$ cat src/hw/rtl/dtsp_pkg.sv
// ---------------------------------------------------------------------------
// dtsp_pkg
// Shared tokens, phase codes, event kinds and payload types of the
// devicetree structure block parser.
// ---------------------------------------------------------------------------
`default_nettype none

package dtsp_pkg;

    // Structure block tokens
    localparam logic [31:0] TOK_BEGIN_NODE = 32'h0000_0001;
    localparam logic [31:0] TOK_END_NODE   = 32'h0000_0002;
    localparam logic [31:0] TOK_PROP       = 32'h0000_0003;
    localparam logic [31:0] TOK_NOP        = 32'h0000_0004;
    localparam logic [31:0] TOK_END        = 32'h0000_0009;

    // Parser phases
    localparam logic [2:0] PH_TOKEN = 3'd0;
    localparam logic [2:0] PH_NAME  = 3'd1;
    localparam logic [2:0] PH_LEN   = 3'd2;
    localparam logic [2:0] PH_OFF   = 3'd3;
    localparam logic [2:0] PH_VALUE = 3'd4;
    localparam logic [2:0] PH_HALT  = 3'd5;

    // Event kinds
    localparam logic [3:0] KIND_CONSUMED  = 4'd0;
    localparam logic [3:0] KIND_NODE_BEGIN = 4'd1;
    localparam logic [3:0] KIND_NAME_WORD = 4'd2;
    localparam logic [3:0] KIND_PROP_HDR  = 4'd3;
    localparam logic [3:0] KIND_VALUE     = 4'd4;
    localparam logic [3:0] KIND_NODE_END  = 4'd5;
    localparam logic [3:0] KIND_TREE_END  = 4'd6;
    localparam logic [3:0] KIND_BAD_TOKEN = 4'd7;
    localparam logic [3:0] KIND_IGNORED   = 4'd8;

    localparam logic [2:0] FULL_WORD_BYTES = 3'd4;

    typedef struct packed {
        logic [31:0] word;
        logic        first;
    } in_item_t;

    typedef struct packed {
        logic [3:0]  kind;
        logic [31:0] data;
        logic [31:0] name_offset;
        logic [2:0]  valid_bytes;
        logic        last;
    } evt_t;

endpackage

`default_nettype wire

$ cat src/hw/rtl/dtsp_in_if.sv
// ---------------------------------------------------------------------------
// dtsp_in_if
// Word channel into the parser: valid/ready plus one structure block word.
// ---------------------------------------------------------------------------
`default_nettype none

interface dtsp_in_if;
    logic        valid;
    logic        ready;
    logic [31:0] word;
    logic        first;

    modport source (output valid, output word, output first, input ready);
    modport sink   (input valid, input word, input first, output ready);
endinterface

`default_nettype wire

$ cat src/hw/rtl/dtsp_out_if.sv
// ---------------------------------------------------------------------------
// dtsp_out_if
// Event channel out of the parser: valid/ready plus one parse event.
// ---------------------------------------------------------------------------
`default_nettype none

interface dtsp_out_if;
    logic        valid;
    logic        ready;
    logic [3:0]  kind;
    logic [31:0] data;
    logic [31:0] name_offset;
    logic [2:0]  valid_bytes;
    logic        last;

    modport source (output valid, output kind, output data, output name_offset,
                    output valid_bytes, output last, input ready);
    modport sink   (input valid, input kind, input data, input name_offset,
                    input valid_bytes, input last, output ready);
endinterface

`default_nettype wire

$ cat src/hw/rtl/devicetree_structure_parser_core.sv
// ---------------------------------------------------------------------------
// devicetree_structure_parser_core
// Flattened devicetree structure block parser: one event per input word.
// ---------------------------------------------------------------------------
//
//  channel | dir | payload                                        | request
//  --------+-----+------------------------------------------------+-------------
//  words   | in  | word[31:0], first                              | one word
//  events  | out | kind[3:0], data[31:0], name_offset[31:0],      | one event
//          |     | valid_bytes[2:0], last                         |
//
//  One word per cycle sustained while events is not stalled; the event is decoded
//  from the input register and captured in the output register.
//  Rate is set by the single phase step between the two registers.
//  Reset puts the phase machine at "expect token" with zero byte counts.
//  A stalled output holds its event; the input register still fills, and
//  ready drops only while both registers are occupied and events is stalled.
// ---------------------------------------------------------------------------
`default_nettype none

module devicetree_structure_parser_core
    import dtsp_pkg::*;
(
    input  wire logic   clk,
    input  wire logic   rst_n,
    dtsp_in_if.sink     words,
    dtsp_out_if.source  events
);

    in_item_t in_item;
    in_item_t s1_item;
    logic     s1_valid;
    logic     s1_take;     // parser consumes the held word this cycle
    evt_t     step_evt;
    evt_t     out_evt;

    assign in_item = {words.word, words.first};

    // Input register
    dtsp_in_stage u_in_stage (
        .clk        (clk),
        .rst_n      (rst_n),
        .in_valid   (words.valid),
        .in_item    (in_item),
        .in_ready   (words.ready),
        .item_valid (s1_valid),
        .item       (s1_item),
        .take       (s1_take)
    );

    // Phase machine: state moves only when the event is captured downstream
    dtsp_parser u_parser (
        .clk   (clk),
        .rst_n (rst_n),
        .step  (s1_take),
        .item  (s1_item),
        .evt   (step_evt)
    );

    // Result register
    dtsp_out_stage u_out_stage (
        .clk        (clk),
        .rst_n      (rst_n),
        .load_valid (s1_valid),
        .load_evt   (step_evt),
        .take       (s1_take),
        .out_valid  (events.valid),
        .out_evt    (out_evt),
        .out_ready  (events.ready)
    );

    assign events.kind        = out_evt.kind;
    assign events.data        = out_evt.data;
    assign events.name_offset = out_evt.name_offset;
    assign events.valid_bytes = out_evt.valid_bytes;
    assign events.last        = out_evt.last;

endmodule

`default_nettype wire

$ cat src/hw/rtl/dtsp_in_stage.sv
// ---------------------------------------------------------------------------
// dtsp_in_stage
// Input register: holds one accepted word until the parser consumes it.
// ---------------------------------------------------------------------------
`default_nettype none

module dtsp_in_stage
    import dtsp_pkg::*;
(
    input  wire logic     clk,
    input  wire logic     rst_n,
    input  wire logic     in_valid,
    input  wire in_item_t in_item,
    output logic          in_ready,
    output logic          item_valid,
    output in_item_t      item,
    input  wire logic     take
);

    logic     valid_reg, valid_next;
    in_item_t item_reg;

    assign in_ready   = !valid_reg || take;
    assign item_valid = valid_reg;
    assign item       = item_reg;

    always_comb
    begin
        valid_next = valid_reg;
        if (in_valid && in_ready)
            valid_next = 1'b1;
        else if (take)
            valid_next = 1'b0;
    end

    always_ff @(posedge clk or negedge rst_n)
    begin
        if (!rst_n)
            valid_reg <= 1'b0;
        else
            valid_reg <= valid_next;
    end

    always_ff @(posedge clk)
    begin
        if (in_valid && in_ready)
            item_reg <= in_item;
    end

endmodule

`default_nettype wire

$ cat src/hw/rtl/dtsp_parser.sv
// ---------------------------------------------------------------------------
// dtsp_parser
// Phase machine and event decode; state advances on each consumed word.
// ---------------------------------------------------------------------------
`default_nettype none

module dtsp_parser
    import dtsp_pkg::*;
(
    input  wire logic     clk,
    input  wire logic     rst_n,
    input  wire logic     step,
    input  wire in_item_t item,
    output evt_t          evt
);

    logic [2:0]  phase_reg, phase_next;
    logic [31:0] bytes_left_reg, bytes_left_next;
    logic [31:0] saved_length_reg, saved_length_next;
    logic [2:0]  cur_phase;
    logic [2:0]  take_bytes;
    logic [31:0] w;

    assign w         = item.word;
    assign cur_phase = item.first ? PH_TOKEN : phase_reg;
    // min(bytes_left, 4)
    assign take_bytes = (bytes_left_reg < 32'd4) ? bytes_left_reg[2:0] : FULL_WORD_BYTES;

    always_comb
    begin
        phase_next        = cur_phase;
        bytes_left_next   = bytes_left_reg;
        saved_length_next = saved_length_reg;
        evt               = '0;
        unique case (cur_phase)
            PH_TOKEN:
            begin
                priority if (w == TOK_BEGIN_NODE)
                begin
                    phase_next = PH_NAME;
                    evt.kind   = KIND_NODE_BEGIN;
                end
                else if (w == TOK_PROP)
                begin
                    phase_next = PH_LEN;
                    evt.kind   = KIND_CONSUMED;
                end
                else if (w == TOK_END_NODE)
                    evt.kind = KIND_NODE_END;
                else if (w == TOK_NOP)
                    evt.kind = KIND_CONSUMED;
                else if (w == TOK_END)
                begin
                    phase_next = PH_HALT;
                    evt.kind   = KIND_TREE_END;
                end
                else
                begin
                    phase_next = PH_HALT;
                    evt.kind   = KIND_BAD_TOKEN;
                end
            end
            PH_NAME:
            begin
                evt.kind = KIND_NAME_WORD;
                evt.data = w;
                evt.last = 1'b1;
                // first zero byte, most significant byte first
                priority if (w[31:24] == 8'h00)
                    evt.valid_bytes = 3'd0;
                else if (w[23:16] == 8'h00)
                    evt.valid_bytes = 3'd1;
                else if (w[15:8] == 8'h00)
                    evt.valid_bytes = 3'd2;
                else if (w[7:0] == 8'h00)
                    evt.valid_bytes = 3'd3;
                else
                begin
                    evt.valid_bytes = FULL_WORD_BYTES;
                    evt.last        = 1'b0;
                end
                if (evt.last)
                    phase_next = PH_TOKEN;
            end
            PH_LEN:
            begin
                saved_length_next = w;
                phase_next        = PH_OFF;
                evt.kind          = KIND_CONSUMED;
            end
            PH_OFF:
            begin
                bytes_left_next = saved_length_reg;
                phase_next      = (saved_length_reg == 32'd0) ? PH_TOKEN : PH_VALUE;
                evt.kind        = KIND_PROP_HDR;
                evt.data        = saved_length_reg;
                evt.name_offset = w;
            end
            PH_VALUE:
            begin
                bytes_left_next = bytes_left_reg - {29'd0, take_bytes};
                evt.kind        = KIND_VALUE;
                evt.data        = w;
                evt.valid_bytes = take_bytes;
                evt.last        = (bytes_left_reg <= 32'd4);
                if (evt.last)
                    phase_next = PH_TOKEN;
            end
            default:
            begin
                phase_next = PH_HALT;
                evt.kind   = KIND_IGNORED;
            end
        endcase
    end

    always_ff @(posedge clk or negedge rst_n)
    begin
        if (!rst_n)
        begin
            phase_reg        <= PH_TOKEN;
            bytes_left_reg   <= '0;
            saved_length_reg <= '0;
        end
        else if (step)
        begin
            phase_reg        <= phase_next;
            bytes_left_reg   <= bytes_left_next;
            saved_length_reg <= saved_length_next;
        end
    end

endmodule

`default_nettype wire

$ cat src/hw/rtl/dtsp_out_stage.sv
// ---------------------------------------------------------------------------
// dtsp_out_stage
// Result register: captures an event whenever it is empty or being drained.
// ---------------------------------------------------------------------------
`default_nettype none

module dtsp_out_stage
    import dtsp_pkg::*;
(
    input  wire logic clk,
    input  wire logic rst_n,
    input  wire logic load_valid,
    input  wire evt_t load_evt,
    output logic      take,
    output logic      out_valid,
    output evt_t      out_evt,
    input  wire logic out_ready
);

    logic valid_reg, valid_next;
    evt_t evt_reg;

    assign take      = load_valid && (!valid_reg || out_ready);
    assign out_valid = valid_reg;
    assign out_evt   = evt_reg;

    always_comb
    begin
        valid_next = valid_reg;
        if (take)
            valid_next = 1'b1;
        else if (out_ready)
            valid_next = 1'b0;
    end

    always_ff @(posedge clk or negedge rst_n)
    begin
        if (!rst_n)
            valid_reg <= 1'b0;
        else
            valid_reg <= valid_next;
    end

    always_ff @(posedge clk)
    begin
        if (take)
            evt_reg <= load_evt;
    end

endmodule

`default_nettype wire

$ cat src/flat_wrapper.sv
// flat-port wrapper written by rule: the top's interface ports become plain ports
module devicetree_structure_parser_core_flat import dtsp_pkg::*;
  (clk, rst_n, words_valid, words_word, words_first, words_ready, events_valid, events_kind, events_data, events_name_offset, events_valid_bytes, events_last, events_ready);
  dtsp_in_if words_i ();
  dtsp_out_if events_i ();
  input  wire logic clk;
  input  wire logic rst_n;
  input wire logic [$bits(words_i.valid)-1:0] words_valid;
  input wire logic [$bits(words_i.word)-1:0] words_word;
  input wire logic [$bits(words_i.first)-1:0] words_first;
  output wire logic [$bits(words_i.ready)-1:0] words_ready;
  output wire logic [$bits(events_i.valid)-1:0] events_valid;
  output wire logic [$bits(events_i.kind)-1:0] events_kind;
  output wire logic [$bits(events_i.data)-1:0] events_data;
  output wire logic [$bits(events_i.name_offset)-1:0] events_name_offset;
  output wire logic [$bits(events_i.valid_bytes)-1:0] events_valid_bytes;
  output wire logic [$bits(events_i.last)-1:0] events_last;
  input wire logic [$bits(events_i.ready)-1:0] events_ready;
  assign words_i.valid = words_valid;
  assign words_i.word = words_word;
  assign words_i.first = words_first;
  assign words_ready = words_i.ready;
  assign events_valid = events_i.valid;
  assign events_kind = events_i.kind;
  assign events_data = events_i.data;
  assign events_name_offset = events_i.name_offset;
  assign events_valid_bytes = events_i.valid_bytes;
  assign events_last = events_i.last;
  assign events_i.ready = events_ready;
  devicetree_structure_parser_core u_core (.clk(clk), .rst_n(rst_n), .words(words_i), .events(events_i));
endmodule
$ cat config.mk
export PLATFORM = sky130hd
export DESIGN_NAME = devicetree_structure_parser_core_flat
export DESIGN_NICKNAME = d
export VERILOG_FILES = /design/src/hw/rtl/dtsp_pkg.sv /design/src/hw/rtl/dtsp_in_if.sv /design/src/hw/rtl/dtsp_out_if.sv /design/src/hw/rtl/devicetree_structure_parser_core.sv /design/src/hw/rtl/dtsp_in_stage.sv /design/src/hw/rtl/dtsp_parser.sv /design/src/hw/rtl/dtsp_out_stage.sv /design/src/flat_wrapper.sv
export SDC_FILE = /design/constraint.sdc
export NUM_CORES = 1
export LEC_CHECK = 0
export BUFFER_PORTS_ARGS = -buffer_cell sky130_fd_sc_hd__buf_2
export CORE_ASPECT_RATIO = 1.1
export CORE_MARGIN = 1
export CORE_UTILIZATION = 60
export CTS_CLUSTER_SIZE = 30
export DETAILED_ROUTE_END_ITERATION = 10
export HOLD_SLACK_MARGIN = 0.1
export PLACE_DENSITY = 0.83
export SLEW_MARGIN = 25
export SYNTH_ARGS = -nofsm -noshare
export SYNTH_HDL_FRONTEND = slang
export SYNTH_SLANG_ARGS = --single-unit
$ cat constraint.sdc
create_clock -name clk -period 7 [get_ports clk]
set_clock_uncertainty 0.1 [all_clocks]
set_input_delay 2.1 -clock clk [delete_from_list [all_inputs] [get_ports clk]]
set_output_delay 2.1 -clock clk [all_outputs]
set_load 0.005 [all_outputs]
==> results of run 1 <==
## final cells by class
cell class / instances / area [um^2] / share of cell area [%]
clock buffer: 22 / 464 / 5.19
clock inverter: 10 / 138 / 1.54
inverter: 3 / 12.5 / 0.140
multi-input combinational: 390 / 2640 / 29.5
sequential: 174 / 4880 / 54.5
tap: 154 / 193 / 2.15
timing repair buffer: 120 / 626 / 6.99
## cell usage in the layout (no fill, tap or decap), types with 17 or more instances in the layout
cell type and n:
o21ai_0 27, and2_1 34, dfrtp_1 69, nand2_1 34
a22o_1 34, clkbuf_16 17, nor2_1 31, edfxtp_1 105
nor3_1 18, buf_2 110, mux2_2 32, nor4_1 21
nand3_1 19
## per-stage QoR
| stage | setup WS (ns) | instance area (um^2) | total power, mW | std cells |
|---|---|---|---|---|
| after global routing | 1.99 | 8950 | 2.94 | 873 |
| after floorplan | 1.59 | 7640 | 1.70 | 603 |
| after CTS | 2.21 | 8950 | 2.82 | 873 |
| after global placement | 1.94 | 8350 | 1.83 | 841 |
| final | 2.24 | 8950 | 2.83 | 873 |
| after detailed placement | 1.78 | 8350 | 1.87 | 841 |
## critical path, stage by stage
cell and delay (ns):
buf_2 0.10, nand2b_1 0.15, nand2_1 0.30, clkinv_2 0.63
nand4b_1 0.91, buf_4 0.39, mux2_2 0.38
## routing by layer
metal	up-vias	GRT usage, %	wire length (um)
li1	2545	-	-
met1	2822	38.6	7180
met2	313	44.5	8790
met3	59	6.58	1320
met4	0	12.6	512
met5	-	0	0
## cell families (layout without fill, tap and decap cells)
group	after synthesis	in the layout	synth area share, %
multiplexers	39	39	5.63
buffers and inverters	39	155	1.96
flip-flops	174	174	63.8
AND/OR/NAND/NOR	210	210	15.4
XOR/XNOR	3	3	0.344
adder cells (fa/ha/maj)	1	1	0.164
other	1	1	0.0491
AO/OA/AOI/OAI	136	136	12.6
## final timing paths
check	from	end	slack, ns	cells past startpoint
worst min-delay path	u_core.u_in_stage.item_valid	u_core.u_out_stage.out_valid	0.45	1
max in group asynchronous	rst_n	u_core.u_parser.bytes_left_reg[22]	4.39	2
worst min register to register	u_core.u_in_stage.item_valid	u_core.u_out_stage.out_valid	0.45	1
worst max register to register	u_core.u_out_stage.out_valid	u_core.u_parser.saved_length_reg[27]	3.70	6
min in group asynchronous	rst_n	u_core.u_parser.saved_length_reg[9]	1.78	2
worst max-delay path	events_ready	u_core.u_parser.saved_length_reg[27]	2.24	7
## power by group
| part | switching, mW | internal [mW] |
|---|---|---|
| Sequential | 0.152 | 1.23 |
| Clock | 0.381 | 0.578 |
| Combinational | 0.286 | 0.201 |
| Total | 0.819 | 2.01 |
## cell usage after synthesis (7+ instances only)
library cell and instances:
edfxtp_1 105, dfrtp_1 69, and2_1 35, nand2_1 35, a22o_1 34, clkbuf_1 32, mux2_2 32, nor2_1 32
o21ai_0 27, nor4_1 21, nand3_1 19, nor3_1 18, a21oi_1 16, o22ai_1 16, a22oi_1 10, mux2i_1 7
nand2b_1 7, nand4_1 7
==> reports/results.tsv, run 1 <==
stage	metric	value	unit
worst_setup_path	CP Max Fanout	38	
sta	max-slew violations	0	
logic_synthesis	post-synth top area share	41.3	%
logic_synthesis	Syn Inst Count	603	
global_routing	largest net degree at the start of global routing	70	
route	Vias/cell	6.57	
sta	slew margin rel.	36.7	%
worst_setup_path	critical path endpoint category	flip-flop	
route	drt total wl	17800	um
global_routing	All-Layer GR Usage	28.6	%
sta	f_max	210	MHz
pwr	worst vdd ir	217	uV
logic_synthesis	EDFF count, synth	105	
outcome	outcome	finished, final reports clean	
global_routing	initial antenna violation count	0	
logic_synthesis	top cell type by total area after synthesis	edfxtp_1	
job	Max Cap Viol	0	
logic_synthesis	Synth warnings	0	
logic_synthesis	asr flop ratio synth	39.7	%
logic_synthesis	Mapped Nets	641	
global_routing	vias in the first global route	5536	
clocking	htree depth	4	
layout	fin util	73.1	%
logic_synthesis	post-synthesis area per instance	12.7	um^2
worst_setup_path	Critical Path Start Type	input pin	
worst_setup_path	Worst Path Required	7.22	ns
clocking	CTS tree	built	
route	WL/cell	20.4	um
logic_synthesis	post-synthesis sequential area ratio	63.8	%
global_routing	first-pass GRT wire length	28300	um
floorplanning	# rows	42	
floorplanning	die area	13200	um^2
logic_synthesis	Most used DFF post-synth	edfxtp_1	
sta	Final TNS setup	0	ns
worst_setup_path	arrival time at the worst endpoint	4.99	ns
floorplanning	Vert. Die Dim	120	um
sta	Hold Fails Final Rpt	0	
logic_synthesis	Synth cell types	62	
worst_setup_path	WS Path Type	in2reg	
sta	final setup fails	0	
floorplanning	DIE WIDTH	110	um
global_routing	GRT Residual Overflow	0	
sta	Final min period	4.76	ns
logic_synthesis	synthesized area	7640	um^2
layout	layout cells sized above 1	27.0	%
floorplanning	Initial Util	62.4	%
clocking	Max Root-Sink Buffers	2	
clocking	Num CTS Buffers	17	
sta	Worst Hold Slack	0.452	ns
clocking	post-CTS setup buffers	0	
layout	area grow syn2layout	17.1	%
clocking	Worst-Skew Late Latency	0.44	ns
route	Vias	5739	
place	buffers added on ports	110	
pwr	Static Leak	3.75	nW
place	post-detail-place hpwl	11100	um
clocking	hold_buf cts	0	
sta	Slew @ Worst Pin	0.944	ns
clocking	cts repair resizes	0	
clocking	total clock sinks	174	
clocking	Root Buffer	clkbuf_16	
route	post-route ant nets	0	
worst_hold_path	worst hold path type	reg2reg	
layout	Largest register FFs	72	
pwr	power density cells	316	nW/um^2
logic_synthesis	FF+latch count, synth	174	
logic_synthesis	top post-synthesis cells by area	edfxtp_1 41%, dfrtp_1 23%, mux2_2 4.7%, a22o_1 3.9%, and2_1 2.9%	
sta	RSZ-0062 raised after global routing	false	
place	GP Congestion	0.893	
layout	Nets	744	
route	DRT iter0 DRCs	483	
route	# DRC	0	
layout	Layout fillers	803	
layout	# diodes	0	
floorplanning	core footprint	12200	um^2
sta	fin crit share	68.1	%
clocking	Worst-path clk slew	0.07	ns
route	drt pass-1 iters	5	
floorplanning	I/O pin total	111	
(Power assumes the default switching activity.)
==> run 2: changes to the inputs <==
--- a/config.mk
+++ b/config.mk
@@ -8,11 +8,11 @@
 export BUFFER_PORTS_ARGS = -buffer_cell sky130_fd_sc_hd__buf_2
 export CORE_ASPECT_RATIO = 1.1
 export CORE_MARGIN = 1
-export CORE_UTILIZATION = 60
+export CORE_UTILIZATION = 57
 export CTS_CLUSTER_SIZE = 30
 export DETAILED_ROUTE_END_ITERATION = 10
 export HOLD_SLACK_MARGIN = 0.1
-export PLACE_DENSITY = 0.83
+export PLACE_DENSITY = 0.8
 export SLEW_MARGIN = 25
 export SYNTH_ARGS = -nofsm -noshare
 export SYNTH_HDL_FRONTEND = slang
==> constraint.sdc (replaced) <==
create_clock -name clk -period 4.4 [get_ports clk]
set_clock_uncertainty 0.1 [all_clocks]
set_input_delay 1.32 -clock clk [delete_from_list [all_inputs] [get_ports clk]]
set_output_delay 1.32 -clock clk [all_outputs]
set_load 0.005 [all_outputs]
==> run 2 against run 1 <==
- sequential share of layout area barely moved
- final area barely moved
- via count fell by 1.9%
- non-clock buffer count rose by 7
- flip-flop and latch count did not move
- combinational power rose by 58%
- core utilization fell by 5.1 points
- die area rose by 5.2%
- sequential power rose by 58%
- critical path depth fell by 4
- clock power rose by 47%
- global-route usage fell by 1.5 points
- critical path type is now in2out
- largest cell class unchanged
==> reports/results.tsv, run 2 (synthesis gave the netlist of run 1 again) <==
stage	metric	value	unit	change
worst_setup_path	arrival time at the worst endpoint	1.73	ns	was 4.99 ns
layout	most common cell after layout, fill and taps aside	buf_2		unchanged
layout	area grow syn2layout	17.1	%	about the same
worst_setup_path	critical path endpoint category	output pin		was flip-flop
sta	final setup fails	0		unchanged
clocking	post-CTS setup buffers	0		unchanged
layout	commonest cells after routing, fill and taps aside	110 x buf_2, 105 x edfxtp_1, 69 x dfrtp_1		unchanged
clocking	cts repair resizes	0		unchanged
layout	layout cells sized above 1	26.9	%	was 27.0%
place	placed instance area	8400	um^2	was 8350 um^2
clocking	Max Root-Sink Buffers	2		unchanged
worst_setup_path	Worst Path Required	2.98	ns	was 7.22 ns
worst_setup_path	CP Max Fanout	3		was 38
pwr	power density cells	490	nW/um^2	was 316 nW/um^2
place	buffers added on ports	110		unchanged
layout	Non-Filler Instances	887		was 873
global_routing	largest net degree at the start of global routing	39		was 70
sta	fin crit share	71.7	%	
sta	Hold Fails Final Rpt	0		unchanged
clocking	CTS tree	built		unchanged
sta	Worst Hold Slack	0.415	ns	was 0.452 ns
place	pre-CTS WS	0.836	ns	was 1.78 ns
layout	# diodes	0		unchanged
layout	Largest register FFs	72		unchanged
layout	Nets	751		was 744
pwr	worst vdd ir	360	uV	was 217 uV
sta	RSZ-0062 raised after global routing	false		unchanged
global_routing	initial antenna violation count	0		unchanged
place	GP Congestion	0.937		was 0.893
route	WL/cell	20.3	um	was 20.4 um
floorplanning	Vert. Die Dim	123	um	was 120 um
layout	Layout fillers	920		was 803
sta	max-slew violations	0		unchanged
global_routing	GRT Residual Overflow	0		unchanged
clocking	Num CTS Buffers	17		unchanged
sta	Final TNS setup	0	ns	unchanged
clocking	Worst-Skew Late Latency	0.43	ns	was 0.44 ns
worst_setup_path	WS Path Type	in2out		was in2reg
route	drt pass-1 iters	5		unchanged
clocking	total clock sinks	174		unchanged
sta	Slew @ Worst Pin	1.09	ns	was 0.944 ns
global_routing	vias in the first global route	5387		was 5536
sta	f_max	317	MHz	
outcome	outcome	finished, final reports clean		unchanged
layout	Finished Cell Area	8950	um^2	about the same
layout	area of the multi-input gates	2630	um^2	was 2640 um^2
floorplanning	core footprint	13200	um^2	was 12200 um^2
sta	slew margin rel.	27.4	%	was 36.7%
pwr	Tot Pwr	4.39	mW	was 2.83 mW
clocking	htree depth	4		unchanged
clocking	Root Buffer	clkbuf_16		unchanged
layout	register area	4880	um^2	unchanged
floorplanning	# rows	44		was 42
clocking	hold_buf cts	0		unchanged
sta	Final WS setup	1.25	ns	was 2.24 ns
worst_setup_path	Critical Path Start Type	input pin		unchanged
place	DP Cell Count	855		was 841
layout	fin util	68.0	%	was 73.1%
clocking	Worst-path clk slew	0.06	ns	was 0.07 ns
route	drt total wl	18000	um	was 17800 um
floorplanning	DIE WIDTH	112	um	was 110 um
floorplanning	Initial Util	58.1	%	was 62.4%
route	Vias	5628		was 5739
worst_hold_path	worst hold path type	reg2reg		unchanged
global_routing	All-Layer GR Usage	27.1	%	was 28.6%
global_routing	first-pass GRT wire length	27900	um	was 28300 um
floorplanning	die area	13900	um^2	was 13200 um^2
floorplanning	I/O pin total	111		unchanged
route	post-route ant nets	0		unchanged
pwr	Static Leak	3.75	nW	about the same
job	Max Cap Viol	0		unchanged
sta	Final min period	3.15	ns	
route	# DRC	0		unchanged
route	DRT iter0 DRCs	684		was 483
route	Vias/cell	6.34		was 6.57
place	post-detail-place hpwl	11900	um	was 11100 um
==> run 2: cell count changes in the layout (fill, tap and decap cells not counted), sizes merged <==
cell,delta
clkinv,+2
buf,+7
bufinv,-1
clkinvlp,-2
clkbuf,+1
==> run 2: final timing paths <==
check	startpoint	end	slack [ns]	depth (start not counted)
worst max register to register	u_core.u_in_stage.item[0]	u_core.u_parser.bytes_left_reg[18]	1.29	5
worst min register to register	u_core.u_in_stage.item_valid	u_core.u_out_stage.out_valid	0.41	1
worst min-delay path	u_core.u_in_stage.item_valid	u_core.u_out_stage.out_valid	0.41	1
min in group asynchronous	rst_n	u_core.u_parser.bytes_left_reg[6]	0.92	1
max in group asynchronous	rst_n	u_core.u_parser.saved_length_reg[0]	2.49	2
worst max-delay path	events_ready	words_ready	1.25	3
==> run 2: cell type report <==
class                           count  area share, %
Sequential cell                   174           54.5
Clock inverter                      9           1.09
Timing Repair Buffer              127           7.58
Multi-Input combinational cell    390           29.4
Inverter                            3          0.140
Clock buffer                       23           5.01
Tap cell                          161           2.25
==> run 2: layer usage <==
metal	wire length (um)	track usage, %
met2	8940	45.3
met1	7430	33.6
met4	576	13.7
met3	1070	6.08
met5	0	0
==> run 2: where the power goes <==
group / internal, mW / switching (mW)
registers: 1.96 / 0.239
clock network: 0.828 / 0.587
logic: 0.320 / 0.450
total: 3.11 / 1.28
==> run 2: critical path, stage by stage <==
cell	delay [ns]
buf_2	0.10
nand3b_1	0.17
buf_2	0.14
==> run 3: changes to the inputs <==
--- a/config.mk
+++ b/config.mk
@@ -5,10 +5,11 @@
 export SDC_FILE = /design/constraint.sdc
 export NUM_CORES = 1
 export LEC_CHECK = 0
+export ABC_AREA = 1
 export BUFFER_PORTS_ARGS = -buffer_cell sky130_fd_sc_hd__buf_2
 export CORE_ASPECT_RATIO = 1.1
 export CORE_MARGIN = 1
-export CORE_UTILIZATION = 57
+export CORE_UTILIZATION = 58
 export CTS_CLUSTER_SIZE = 30
 export DETAILED_ROUTE_END_ITERATION = 10
 export HOLD_SLACK_MARGIN = 0.1
==> constraint.sdc (replaced) <==
create_clock -name clk -period 3.11 [get_ports clk]
set_clock_uncertainty 0.1 [all_clocks]
set_input_delay 0.933 -clock clk [delete_from_list [all_inputs] [get_ports clk]]
set_output_delay 0.933 -clock clk [all_outputs]
set_load 0.005 [all_outputs]
==> run 3 against run 2 <==
- die area is 3.7% higher
- global-route usage rose by 3.2 points
- total power is 79% higher
- area after synthesis up 5.6%
- combinational power rose to 3.2 times the previous value
- worst hold slack lost 0.050 ns
- sequential power is 46% higher
- clock power increased by 55%
- core utilization rose by 2.6 points
- cell count increased by 31%
- worst setup slack lost 0.52 ns
- synthesized cell count is 41% higher
- largest cell class unchanged
- largest power group unchanged
==> reports/results.tsv, run 3 <==
stage	metric	value	unit	change
outcome	outcome	finished, final reports clean		unchanged
layout	Largest register FFs	72		unchanged
clocking	cts repair resizes	0		unchanged
logic_synthesis	asr flop ratio synth	39.7	%	unchanged
place	buffers added on ports	110		unchanged
job	Max Cap Viol	0		unchanged
global_routing	GRT Residual Overflow	0		unchanged
logic_synthesis	post-synthesis area per instance	9.49	um^2	was 12.7 um^2
logic_synthesis	EDFF count, synth	105		unchanged
clocking	post-CTS setup buffers	0		unchanged
global_routing	initial antenna violation count	0		unchanged
layout	fin util	70.6	%	was 68.0%
sta	final setup fails	0		unchanged
layout	# diodes	0		unchanged
logic_synthesis	Synth cell types	44		was 62
logic_synthesis	Most used DFF post-synth	edfxtp_1		unchanged
clocking	Worst-path clk slew	0.07	ns	was 0.06 ns
worst_setup_path	slowest CP cell	buf_2		was nand3b_1
worst_setup_path	critical path endpoint category	output pin		unchanged
clocking	htree depth	4		unchanged
floorplanning	Initial Util	60.4	%	was 58.1%
worst_setup_path	Crit path max-delay family	buffers and inverters		unchanged
logic_synthesis	post-synthesis sequential area ratio	60.4	%	was 63.8%
clocking	Worst-Skew Late Latency	0.43	ns	about the same
layout	area grow syn2layout	17.0	%	was 17.1%
worst_setup_path	Bufs and invs on worst path	3		was 2
logic_synthesis	top cell type by total area after synthesis	edfxtp_1		unchanged
sta	Final TNS setup	0	ns	unchanged
clocking	Max Root-Sink Buffers	2		unchanged
logic_synthesis	Mapped Nets	889		was 641
worst_hold_path	worst hold path type	in2async		was reg2reg
route	Vias	6655		was 5628
layout	Nets	1003		was 751
layout	layout cells sized above 1	19.2	%	was 26.9%
place	GP Congestion	0.948		was 0.937
clocking	total clock sinks	174		unchanged
floorplanning	DIE WIDTH	114	um	was 112 um
global_routing	vias in the first global route	6392		was 5387
place	post-detail-place hpwl	14300	um	was 11900 um
floorplanning	I/O pin total	111		unchanged
layout	Layout fillers	990		was 920
logic_synthesis	FF+latch count, synth	174		unchanged
worst_setup_path	worst r2r dst	u_core.u_out_stage.out_evt[69]		was u_core.u_parser.bytes_left_reg[18]
sta	Hold Fails Final Rpt	0		unchanged
worst_setup_path	WS Path Type	in2out		unchanged
worst_setup_path	CP most frequent cell	buf_2		unchanged
clocking	CTS tree	built		unchanged
global_routing	first-pass GRT wire length	33000	um	was 27900 um
route	post-route ant nets	0		unchanged
sta	f_max	420	MHz	
logic_synthesis	mux share of post-synthesis cell area	0	%	was 5.63%
route	DRT iter0 DRCs	832		was 684
logic_synthesis	synth cell count leaders	166 x nand2_1, 118 x inv_1, 105 x edfxtp_1, 95 x nor2_1, 69 x dfrtp_1		was 105 x edfxtp_1, 69 x dfrtp_1, 35 x and2_1, 35 x nand2_1, 34 x a22o_1
sta	Final min period	2.38	ns	
floorplanning	core footprint	13400	um^2	was 13200 um^2
logic_synthesis	Post-Synth Adder-Cell Area	0.155	%	was 0.164%
floorplanning	die area	14400	um^2	was 13900 um^2
layout	most common cell after layout, fill and taps aside	nand2_1		was buf_2
clocking	Root Buffer	clkbuf_16		unchanged
pwr	Static Leak	4.15	nW	was 3.75 nW
global_routing	All-Layer GR Usage	30.3	%	was 27.1%
logic_synthesis	synthesized area	8070	um^2	was 7640 um^2
pwr	worst vdd ir	502	uV	was 360 uV
sta	fin crit share	76.6	%	
worst_setup_path	max incr delay on CP	0.15	ns	was 0.17 ns
clocking	Num CTS Buffers	17		unchanged
logic_synthesis	largest family of logic cells by synthesized area	simple AND/OR/NAND/NOR gates		unchanged
worst_setup_path	CP Max Fanout	3		unchanged
clocking	hold_buf cts	0		unchanged
worst_setup_path	Worst Path Required	2.08	ns	was 2.98 ns
layout	register area	4880	um^2	unchanged
worst_setup_path	CP Depth	4		was 3
logic_synthesis	Simple-Gate Fraction of Synth Area	21.2	%	was 15.4%
floorplanning	Vert. Die Dim	126	um	was 123 um
floorplanning	# rows	44		unchanged
logic_synthesis	Syn Inst Count	851		was 603
worst_setup_path	arrival time at the worst endpoint	1.35	ns	was 1.73 ns
global_routing	largest net degree at the start of global routing	65		was 39
worst_setup_path	r2r worst-path depth	8		was 5
sta	max-slew violations	0		unchanged
sta	RSZ-0062 raised after global routing	false		unchanged
route	Vias/cell	5.73		was 6.34
logic_synthesis	post-synth top area share	39.1	%	was 41.3%
layout	commonest cells after routing, fill and taps aside	164 x nand2_1, 116 x inv_1, 110 x buf_2		was 110 x buf_2, 105 x edfxtp_1, 69 x dfrtp_1
pwr	power density cells	830	nW/um^2	was 490 nW/um^2
route	drt total wl	20700	um	was 18000 um
worst_setup_path	Critical Path End	words_ready		unchanged
route	# DRC	0		unchanged
worst_setup_path	R2R Setup Slk	0.91	ns	was 1.29 ns
worst_setup_path	Critical Path Start Type	input pin		unchanged
logic_synthesis	Synth Area in XOR/XNOR	0.635	%	was 0.344%
logic_synthesis	top post-synthesis cells by area	edfxtp_1 39%, dfrtp_1 21%, nand2_1 7.7%, inv_1 5.5%, nor2_1 4.4%		was edfxtp_1 41%, dfrtp_1 23%, mux2_2 4.7%, a22o_1 3.9%, and2_1 2.9%
worst_setup_path	Worst setup startpoint	events_ready		unchanged
layout	area of the multi-input gates	2610	um^2	was 2630 um^2
sta	slew margin rel.	56.6	%	was 27.4%
worst_setup_path	origin of the critical flop-to-flop path	u_core.u_in_stage.item[12]		was u_core.u_in_stage.item[0]
logic_synthesis	Compound-Gate Fraction of Synth Area	10.1	%	was 12.6%
sta	Slew @ Worst Pin	0.647	ns	was 1.09 ns
logic_synthesis	Synth warnings	0		unchanged
route	drt pass-1 iters	6		was 5
logic_synthesis	most numerous cell in the Yosys netlist	nand2_1		was edfxtp_1
worst_setup_path	CP cell instances	buf_2 -> inv_1 -> nand3_1 -> buf_2		was buf_2 -> nand3b_1 -> buf_2
route	WL/cell	17.8	um	was 20.3 um
## run 3: cell types whose count changed after synthesis, sizes merged, moves of 20 or more
cell,change
nand2,+136
inv,+123
nor2,+76
o21ai,+48
and2,-35
a22o,-34
mux2,-32
nand4,+22
clkbuf,-21
nand3,+20
## run 3: how the worst min path moves through the flow
stage | from | endpoint | slack, ns
detailed placement | u_core.u_parser.saved_length_reg[27] | u_core.u_parser.saved_length_reg[27] | 0.37
CTS | rst_n | u_core.u_parser.bytes_left_reg[14] | 0.38
global placement | u_core.u_parser.saved_length_reg[27] | u_core.u_parser.saved_length_reg[27] | 0.36
finish | rst_n | u_core.u_parser.bytes_left_reg[23] | 0.36
floorplan | u_core.u_parser.phase_reg[1] | u_core.u_parser.phase_reg[1] | 0.35
global route | rst_n | u_core.u_parser.bytes_left_reg[14] | 0.39
## run 3: where the power goes
group	switching (mW)	total, mW	internal (mW)
registers	0.322	3.21	2.88
clock network	0.973	2.19	1.22
logic	1.67	2.45	0.776
## run 3: layout make-up
cell class	count	share of cell area, %
Sequential cell	174	51.6
Timing Repair Buffer	121	6.83
Inverter	126	5.10
Clock buffer	18	4.54
Tap cell	184	2.44
Multi-Input combinational cell	525	27.6
Clock inverter	14	1.84
## run 3: cells by family (layout without fill, tap and decap cells)
kind of cell | count (synthesis) | after routing
compound gates | 142 | 142
xor+xnor | 5 | 5
fa+ha+maj | 1 | 1
buf+inv | 152 | 279
flops | 174 | 174
other cells | 1 | 1
simple gates | 376 | 376
## run 3: stage by stage
step	instance area, um^2	worst slack [ns]	power (mW)	hold WS, ns	instances
after floorplan	8090	-0.0132	4.88	0.349	851
after global placement	8840	0.597	5.58	0.365	1130
after detailed placement	8840	0.502	5.63	0.373	1130
after CTS	9450	0.730	7.80	0.383	1162
after global routing	9450	0.694	8.26	0.390	1162
final	9450	0.727	7.85	0.364	1162
## run 3: metal layers
| metal | part of all wire, % | routed length [um] | vias to the layer above | track usage (%) |
|---|---|---|---|---|
| met5 | 0 | 0 | - | 0 |
| met4 | 2.6 | 533 | 0 | 11.2 |
| met3 | 9.4 | 1940 | 44 | 8.28 |
| met2 | 47 | 9660 | 347 | 46.0 |
| met1 | 41 | 8540 | 3172 | 42.0 |
| li1 | - | - | 3092 | - |
